File: src/rtl/ufrs_pkg.sv
`default_nettype none
package ufrs_pkg;

	typedef logic [1:0] status_t;

	localparam status_t ST_OK       = 2'd0;
	localparam status_t ST_BAD_ADDR = 2'd1;
	localparam status_t ST_BAD_SUM  = 2'd2;
	localparam status_t ST_BAD_TERM = 2'd3;

	localparam logic KIND_PAYLOAD = 1'b0;
	localparam logic KIND_REPORT  = 1'b1;

	localparam logic REG_START_CODE = 1'b0;
	localparam logic REG_DEV_ADDR   = 1'b1;

	localparam logic [7:0] CR_BYTE = 8'h0d;
	localparam logic [7:0] LF_BYTE = 8'h0a;

	localparam logic [7:0] START_CODE_RST = 8'h3A;
	localparam logic [7:0] DEV_ADDR_RST   = 8'h16;

endpackage
`default_nettype wire

File: src/rtl/uart_frame_receiver_sum16.sv
// Serial frame receiver with a 16-bit additive checksum.
// rx channel: one received byte per request (rx_valid, rx_stall, rx_byte).
// res channel: payload bytes as they arrive, and one report per frame
//   (kind, payload_byte, payload_index, command, frame_length, status, last).
// Frame: start code, address, command, length, payload, checksum low/high,
//   CR, LF. The sum covers address, command, length and payload bytes.
// A wrong address or a bad CR gives its report at once and returns to hunting.
// APB port: start_code at 0x0, device_address at 0x4; write only while idle.
// Path: a taken byte enters the input register, is decoded, and its result is
//   held in the result register that drives the res ports.
// Throughput: one byte per cycle while res_stall holds no result, set by the
//   single decode stage between the input register and the result register.
// Reset: hunting for the start code, sums and counts cleared, registers back
//   to start_code 0x3A and device_address 0x16, no result pending.
// When res_stall holds a result, the decode stage keeps one more byte in the
//   input register and rx_stall rises until the result is taken.
`default_nettype none
module uart_frame_receiver_sum16 (
	input  wire logic        clk,
	input  wire logic        arst_n,
	input  wire logic        rx_valid,
	output logic             rx_stall,
	input  wire logic [7:0]  rx_byte,
	output logic             res_valid,
	input  wire logic        res_stall,
	output logic             kind,
	output logic [7:0]       payload_byte,
	output logic [7:0]       payload_index,
	output logic [7:0]       command,
	output logic [7:0]       frame_length,
	output ufrs_pkg::status_t status,
	output logic             last,
	input  wire logic        psel,
	input  wire logic        penable,
	input  wire logic        pwrite,
	input  wire logic [2:0]  paddr,
	input  wire logic [31:0] pwdata,
	output logic [31:0]      prdata,
	output logic             pready
);

	typedef enum logic [2:0] {
		PH_HUNT  = 3'd0,
		PH_ADDR  = 3'd1,
		PH_CMD   = 3'd2,
		PH_LEN   = 3'd3,
		PH_DATA  = 3'd4,
		PH_TRAIL = 3'd5
	} phase_t;

	logic [7:0]  start_code_q;
	logic [7:0]  device_address_q;

	phase_t      phase_q;
	logic [15:0] running_sum_q;
	logic [7:0]  held_command_q;
	logic [7:0]  held_length_q;
	logic [7:0]  byte_count_q;
	logic [7:0]  checksum_low_q;
	logic        sum_error_q;

	logic        rx_valid_s1;
	logic [7:0]  rx_byte_s1;

	logic              res_valid_q;
	logic              kind_q;
	logic [7:0]        payload_byte_q;
	logic [7:0]        payload_index_q;
	logic [7:0]        command_q;
	logic [7:0]        frame_length_q;
	ufrs_pkg::status_t status_q;
	logic              last_q;

	logic        advance;
	logic        fire;
	logic        cfg_write;

	phase_t      phase_d;
	logic [15:0] running_sum_d;
	logic [7:0]  held_command_d;
	logic [7:0]  held_length_d;
	logic [7:0]  byte_count_d;
	logic [7:0]  checksum_low_d;
	logic        sum_error_d;

	logic              emit;
	logic              kind_d;
	logic [7:0]        payload_byte_d;
	logic [7:0]        payload_index_d;
	logic [7:0]        command_d;
	logic [7:0]        frame_length_d;
	ufrs_pkg::status_t status_d;
	logic              last_d;

	assign advance  = !res_valid_q || !res_stall;
	assign fire     = rx_valid_s1 && advance;
	assign rx_stall = rx_valid_s1 && !advance;

	assign pready    = 1'b1;
	assign cfg_write = psel && penable && pwrite && pready;

	always_comb begin
		unique case (paddr[2])
			ufrs_pkg::REG_START_CODE: prdata = {24'd0, start_code_q};
			ufrs_pkg::REG_DEV_ADDR:   prdata = {24'd0, device_address_q};
			default:                  prdata = 32'd0;
		endcase
	end

	always_ff @(posedge clk or negedge arst_n) begin
		if (!arst_n) begin
			start_code_q     <= ufrs_pkg::START_CODE_RST;
			device_address_q <= ufrs_pkg::DEV_ADDR_RST;
		end else if (cfg_write) begin
			unique case (paddr[2])
				ufrs_pkg::REG_START_CODE: start_code_q     <= pwdata[7:0];
				ufrs_pkg::REG_DEV_ADDR:   device_address_q <= pwdata[7:0];
				default:                  ;
			endcase
		end
	end

	always_comb begin
		phase_d         = PH_HUNT;
		running_sum_d   = running_sum_q;
		held_command_d  = held_command_q;
		held_length_d   = held_length_q;
		byte_count_d    = byte_count_q;
		checksum_low_d  = checksum_low_q;
		sum_error_d     = sum_error_q;
		emit            = 1'b0;
		kind_d          = ufrs_pkg::KIND_REPORT;
		payload_byte_d  = 8'd0;
		payload_index_d = 8'd0;
		command_d       = held_command_q;
		frame_length_d  = held_length_q;
		status_d        = ufrs_pkg::ST_OK;
		last_d          = 1'b1;
		unique case (phase_q)
			PH_ADDR: begin
				if (rx_byte_s1 != device_address_q) begin
					emit           = 1'b1;
					command_d      = 8'd0;
					frame_length_d = 8'd0;
					status_d       = ufrs_pkg::ST_BAD_ADDR;
				end else begin
					running_sum_d = {8'd0, rx_byte_s1};
					phase_d       = PH_CMD;
				end
			end
			PH_CMD: begin
				held_command_d = rx_byte_s1;
				running_sum_d  = running_sum_q + {8'd0, rx_byte_s1};
				phase_d        = PH_LEN;
			end
			PH_LEN: begin
				held_length_d = rx_byte_s1;
				running_sum_d = running_sum_q + {8'd0, rx_byte_s1};
				byte_count_d  = 8'd0;
				phase_d       = (rx_byte_s1 == 8'd0) ? PH_TRAIL : PH_DATA;
			end
			PH_DATA: begin
				running_sum_d   = running_sum_q + {8'd0, rx_byte_s1};
				emit            = 1'b1;
				kind_d          = ufrs_pkg::KIND_PAYLOAD;
				payload_byte_d  = rx_byte_s1;
				payload_index_d = byte_count_q;
				last_d          = 1'b0;
				if (byte_count_q + 8'd1 == held_length_q) begin
					byte_count_d = 8'd0;
					phase_d      = PH_TRAIL;
				end else begin
					byte_count_d = byte_count_q + 8'd1;
					phase_d      = PH_DATA;
				end
			end
			PH_TRAIL: begin
				phase_d = PH_TRAIL;
				if (byte_count_q == 8'd0) begin
					checksum_low_d = rx_byte_s1;
					byte_count_d   = 8'd1;
				end else if (byte_count_q == 8'd1) begin
					sum_error_d  = running_sum_q != {rx_byte_s1, checksum_low_q};
					byte_count_d = 8'd2;
				end else if (byte_count_q == 8'd2 && rx_byte_s1 == ufrs_pkg::CR_BYTE) begin
					byte_count_d = 8'd3;
				end else begin
					emit         = 1'b1;
					phase_d      = PH_HUNT;
					byte_count_d = 8'd0;
					if (sum_error_q)
						status_d = ufrs_pkg::ST_BAD_SUM;
					else if (byte_count_q == 8'd2 || rx_byte_s1 != ufrs_pkg::LF_BYTE)
						status_d = ufrs_pkg::ST_BAD_TERM;
					else
						status_d = ufrs_pkg::ST_OK;
				end
			end
			default: begin
				phase_d = (rx_byte_s1 == start_code_q) ? PH_ADDR : PH_HUNT;
			end
		endcase
	end

	always_ff @(posedge clk or negedge arst_n) begin
		if (!arst_n) begin
			rx_valid_s1 <= 1'b0;
		end else if (!rx_stall) begin
			rx_valid_s1 <= rx_valid;
		end
	end

	always_ff @(posedge clk) begin
		if (rx_valid && !rx_stall) begin
			rx_byte_s1 <= rx_byte;
		end
	end

	always_ff @(posedge clk or negedge arst_n) begin
		if (!arst_n) begin
			phase_q        <= PH_HUNT;
			running_sum_q  <= 16'd0;
			held_command_q <= 8'd0;
			held_length_q  <= 8'd0;
			byte_count_q   <= 8'd0;
			checksum_low_q <= 8'd0;
			sum_error_q    <= 1'b0;
		end else if (fire) begin
			phase_q        <= phase_d;
			running_sum_q  <= running_sum_d;
			held_command_q <= held_command_d;
			held_length_q  <= held_length_d;
			byte_count_q   <= byte_count_d;
			checksum_low_q <= checksum_low_d;
			sum_error_q    <= sum_error_d;
		end
	end

	always_ff @(posedge clk or negedge arst_n) begin
		if (!arst_n) begin
			res_valid_q <= 1'b0;
		end else if (fire) begin
			res_valid_q <= emit;
		end else if (!res_stall) begin
			res_valid_q <= 1'b0;
		end
	end

	always_ff @(posedge clk) begin
		if (fire && emit) begin
			kind_q          <= kind_d;
			payload_byte_q  <= payload_byte_d;
			payload_index_q <= payload_index_d;
			command_q       <= command_d;
			frame_length_q  <= frame_length_d;
			status_q        <= status_d;
			last_q          <= last_d;
		end
	end

	assign res_valid     = res_valid_q;
	assign kind          = kind_q;
	assign payload_byte  = payload_byte_q;
	assign payload_index = payload_index_q;
	assign command       = command_q;
	assign frame_length  = frame_length_q;
	assign status        = status_q;
	assign last          = last_q;

endmodule
`default_nettype wire

File: config.mk
export PLATFORM = sky130hd
export DESIGN_NAME = uart_frame_receiver_sum16
export DESIGN_NICKNAME = d
export VERILOG_FILES = /design/src/rtl/ufrs_pkg.sv /design/src/rtl/uart_frame_receiver_sum16.sv
export SDC_FILE = /design/constraint.sdc
export NUM_CORES = 1
export LEC_CHECK = 0
export BUFFER_PORTS_ARGS = -buffer_cell sky130_fd_sc_hd__buf_2
export CORE_UTILIZATION = 56
export DETAILED_ROUTE_END_ITERATION = 6
export PLACE_DENSITY_LB_ADDON = 0.1
export SLEW_MARGIN = 10
export SYNTH_ARGS = -nofsm -noshare
export SYNTH_HDL_FRONTEND = slang
export SYNTH_SLANG_ARGS = --single-unit
File: constraint.sdc
create_clock -name clk -period 9.1 [get_ports clk]
set_input_delay 1.365 -clock clk [delete_from_list [all_inputs] [get_ports clk]]
set_output_delay 1.365 -clock clk [all_outputs]
set_load 0.01 [all_outputs]
==> Word level (Yosys, flattened, before mapping) <==
Cells that the tools add are included.
{ "word_totals": {"register_bits": 113, "input_bits": 50, "out_inout_bits": 71, "elab_cells": 98} }
{ "classes": {"add_sub_neg": 2, "eq_ne": 15, "muxes": 35, "n_bitwise": 2, "reduce_logical": 26} }
{ "op_table": {"columns": ["cell", "n"], "rows": [
  ["32-bit one-hot mux with 2 select lines", 1],
  ["8-bit two-way mux", 5],
  ["16-bit one-hot mux with 2 select lines", 1],
  ["8-bit one-hot mux with 3 select lines", 1],
  ["2-bit two-way mux", 9],
  ["16-bit by 8-bit adder with 16-bit output", 1],
  ["8-bit equality test", 2],
  ["8-bit logical NOT", 2],
  ["16-bit two-way mux", 1],
  ["16-bit inequality test", 1],
  ["3-bit one-hot mux with 5 select lines", 1],
  ["1-bit two-way mux", 11],
  ["2-bit AND reduction", 5],
  ["3-bit two-way mux", 3],
  ["8-bit by 1-bit adder with 8-bit output (second input constant)", 1],
  ["8-bit by 1-bit equality test with 1-bit output (second input constant)", 1],
  ["8-bit by 2-bit equality test with 1-bit output (second input constant)", 1],
  ["8-bit by 4-bit equality test with 1-bit output (second input constant)", 1],
  ["8-bit by 4-bit inequality test with 1-bit output (second input constant)", 1],
  ["8-bit inequality test", 1],
  ["1-bit logical AND", 7],
  ["3-bit by 2-bit equality test with 1-bit output (second input constant)", 2],
  ["3-bit equality test (second input constant)", 2],
  ["3-bit AND reduction", 2],
  ["other kinds (12)", 17]
]} }

==> Depth between registers and ports, before layout <==
{ "logic_depth": {"word_depth": 8, "mapped_depth": 10, "ltp_nobuf": 10} }

==> Worst setup path after synthesis <==
Ideal clock, no wire load.
{ "synth_timing": {"path_type": "input-to-reg", "startpoint": "input port res_stall", "endpoint": "register command_q[0] (netlist: command[0]), enable pin", "setup_ns": 0.448, "t_arrival_ns": 3.554, "required_ns": 8.652, "setup_slack_ns": 5.098, "cell_stages": 3, "n_path_buf": 1, "path_cell_list": "a21bo_2 buf_2 a31oi_1"} }
{ "synth_between": {"elab_chain_len": 4} }
{ "synth_rtl": {"columns": ["element", "line", "source"], "rows": [
  ["start, declared", "uart_frame_receiver_sum16.sv:25", "input wire logic res_stall,"],
  ["1-bit logical NOT", null, null],
  ["1-bit logical OR", "uart_frame_receiver_sum16.sv:95", "assign advance = !res_valid_q || !res_stall;"],
  ["1-bit logical AND", "uart_frame_receiver_sum16.sv:96", "assign fire = rx_valid_s1 && advance;"],
  ["1-bit logical AND", "uart_frame_receiver_sum16.sv:250", "if (fire && emit) begin"],
  ["end signal, assigned", "uart_frame_receiver_sum16.sv:254", "command_q <= command_d;"],
  ["end, declared", "uart_frame_receiver_sum16.sv:69", "logic [7:0] command_q;"]
]} }
No other way between the ends.
A chain may end at the register's enable or synchronous reset.

==> Worst setup path after layout <==
{ "layout_timing": {"startpoint": "input port paddr[2]", "endpoint": "output port prdata[0]"} }
{ "layout_between": {"elab_chain_len": 2} }
{ "layout_rtl": {"columns": ["element", "line", "source"], "rows": [
  ["start, declared", "uart_frame_receiver_sum16.sv:36", "input wire logic [2:0] paddr,"],
  ["1-bit NOT", null, null],
  ["32-bit one-hot mux with 2 select lines *", "uart_frame_receiver_sum16.sv:103", "unique case (paddr[2])"],
  ["end, declared", "uart_frame_receiver_sum16.sv:38", "output logic [31:0] prdata,"]
]} }
Every way passes the cells marked *; elsewhere a longest branch is shown, timed or not. The select of a mux whose other input is x is not followed.

==> impl_metrics.json <==
{
  "cts_sinks": 113,
  "synth_top_area_cell": "dfrtp_1",
  "ys_warn_count": 0,
  "layout.nets": 643,
  "fin_area_sq_mm": 0.00690,
  "drive_gt1_share_pct": 27.7,
  "min_path_type": "flip-flop to flip-flop",
  "grt_pass1_vias": 3822,
  "setup_tns_ps": 0,
  "crit_path_top_delay_cell": "mux2_2",
  "core_sq_mm": 0.0103,
  "cap_violations": 0,
  "tightest_slew_ps": 1100,
  "crit_arrival_ps": 2110,
  "vias_per_cell": 5.62,
  "slew_violations": 0,
  "port_buffers": 69,
  "clock_latency_ps": 520,
  "syn-cell-area_sq_mm": 0.00589,
  "drc": 0,
  "track_usage_pct": 23.6,
  "area_growth_pct": 17.2,
  "synth_most_common_cell": "dfrtp_1",
  "pre_cts_slack_ps": 5630,
  "post_dp_cell_area_sq_mm": 0.00623,
  "initial_core_util_pct": 57.3,
  "syn_inst": 515,
  "start_kind": "input port",
  "synth_edf_count": 43,
  "grt_setup_unrepaired": "no",
  "period_minus_slack_ps": 3480,
  "critPathMaxStageDelay_ps": 370,
  "worst_slack_ps": 5620,
  "postSynthAreaPerCell_sq_um": 11.4,
  "ctsHoldBuffers": 0,
  "cp-end-kind": "output pin",
  "slew_headroom_pct": 26.3,
  "grt-ovfl-total": 0,
  "grt_max_degree": 71,
  "cp_max_fo": 10,
  "ios": 121,
  "grt_antenna_before_repair": 0,
  "max-vdd-ir-drop_mv": 0.147,
  "timing.final.crit_share_pct": 38.2,
  "synth_seq_area_share_pct": 51.8,
  "path_clk_slew_ps": 50,
  "dieWidth_um": 105,
  "hold_viol_final": 0,
  "path_buf_inv": 2,
  "synth-async-reset-ratio_pct": 61.9,
  "synth_common_cells": "dfrtp_1, mux2_2, edfxtp_1",
  "setup_violations": 0,
  "clock_skew_ps": 8.05,
  "antenna_left": 0,
  "htree_levels": 4,
  "routedWlPerCell_um": 16.6,
  "drtIter0Drc": 280,
  "top_register": "running_sum_q",
  "ys.flop_type": "dfrtp_1",
  "ys_seq_elements": 113,
  "power_density_mw_per_mm2": 331,
  "synth_cell_type_count": 52,
  "p_leak_nw": 3.00,
  "achievable-frequency_mhz": 288,
  "rows": 37,
  "die-area_sq_mm": 0.0109,
  "gp_congestion": 0.875,
  "routed_wl_mm": 12.1,
  "post_cts_buffers": 0,
  "max-clock-path-buffers": 2,
  "drtPass1Iterations": 5,
  "placedCellCount": 697,
  "power_mw": 2.28,
  "cp_common_cell": "buf_2",
  "path_class": "input port to output pin",
  "cts-root-buf": "clkbuf_8",
  "grt_pass1_wl_mm": 19.5,
  "synth.area.top_cells": "dfrtp_1, edfxtp_1, mux2_2",
  "ctsResizeCount": 0,
  "dieHeight_um": 105,
  "largest_register_ffs": 16,
  "cts_buffers": 17,
  "place_hpwl_mm": 7.84,
  "cp_top_family": "buffers and inverters",
  "fin_util_pct": 67.2,
  "crit_chain": "buf_2 > mux2_2 > buf_2",
  "fin_cells": 729,
  "status": "finished clean",
  "yosysTopAreaCellShare_pct": 26.8,
  "vias": 4096,
  "cts_tree": "built",
  "holdWs_ps": 497,
  "critical_path_required_ps": 7740,
  "num_antenna_cells": 0
}
==> metal layers <==
metal / wire length, um / track usage, %
met1: 5330 / 31.8
met3: 732 / 5.18
met5: 0 / 0
met2: 5880 / 37.8
met4: 136 / 8.37
==> where the power goes <==
part	switching (mW)	internal (mW)
clock	0.233	0.509
combinational	0.385	0.304
sequential	0.133	0.721
total	0.751	1.53
==> path summary, 6_finish.rpt <==
check | end | cells past startpoint | slack, ps | startpoint
worst max-delay path | prdata[0] | 3 | 5620 | paddr[2]
worst min-delay path | held_command_q[4]$_DFFE_PN0P_ | 1 | 500 | held_command_q[4]$_DFFE_PN0P_
worst max register to register | payload_byte[4]$_SDFFCE_PN0P_ | 5 | 6010 | rx_byte_s1[7]$_DFFE_PP_
worst min register to register | held_command_q[4]$_DFFE_PN0P_ | 1 | 500 | held_command_q[4]$_DFFE_PN0P_
max in group asynchronous | device_address_q[5]$_DFFE_PN0P_ | 2 | 7470 | arst_n
min in group asynchronous | checksum_low_q[3]$_DFFE_PN0P_ | 2 | 1050 | arst_n
==> worst reg2reg max path, stage by stage, from the launching register on <==
cell and delay, ps:
edfxtp_1 770, xor2_1 200, nor4_1 100, nand2_1 70
nand3b_1 470, a31oi_4 1080
==> final cells by class <==
class | count | area [sq um]
Fill cell | 809 | 3380
Sequential cell | 113 | 3050
Multi-Input combinational cell | 360 | 2580
Clock buffer | 20 | 435
Timing Repair Buffer | 72 | 368
Clock inverter | 12 | 231
Tap cell | 136 | 170
Inverter | 16 | 60.1
==> cell families (layout without fill, tap and decap cells) <==
group | Yosys count | after routing | synth area share (%)
AO/OA/AOI/OAI | 81 | 81 | 9.10
XOR/XNOR | 50 | 50 | 7.44
adder cells (fa/ha/maj) | 13 | 13 | 2.89
buffers and inverters | 65 | 120 | 6.08
flip-flops | 113 | 113 | 51.8
multiplexers | 46 | 46 | 8.80
other | 2 | 25 | 0.128
AND/OR/NAND/NOR | 145 | 145 | 13.7
==> placed cells by master (no fill, tap or decap), types with 5 or more instances in the layout <==
cell | netlist | layout
a211oi_1 | 6 | 5
a21oi_1 | 12 | 12
a221o_1 | 5 | 5
a31oi_1 | 12 | 11
and2_1 | 28 | 28
buf_2 | 10 | 69
bufinv_16 | 0 | 6
clkbuf_16 | 0 | 16
clkinv_4 | 0 | 5
conb_1 | 2 | 25
dfrtp_1 | 63 | 63
dfstp_2 | 7 | 7
edfxtp_1 | 43 | 43
ha_1 | 12 | 12
inv_1 | 15 | 15
mux2_2 | 46 | 46
nand2_1 | 20 | 20
nand3_1 | 14 | 14
nand3b_1 | 5 | 5
nand4_1 | 8 | 8
nor2_1 | 27 | 27
nor3_1 | 9 | 9
nor4_1 | 7 | 7
o211ai_1 | 5 | 5
o21ai_0 | 21 | 21
or3_1 | 5 | 5
xnor2_1 | 19 | 19
xor2_1 | 31 | 31
No activity file was read; power rests on OpenSTA's default activity.
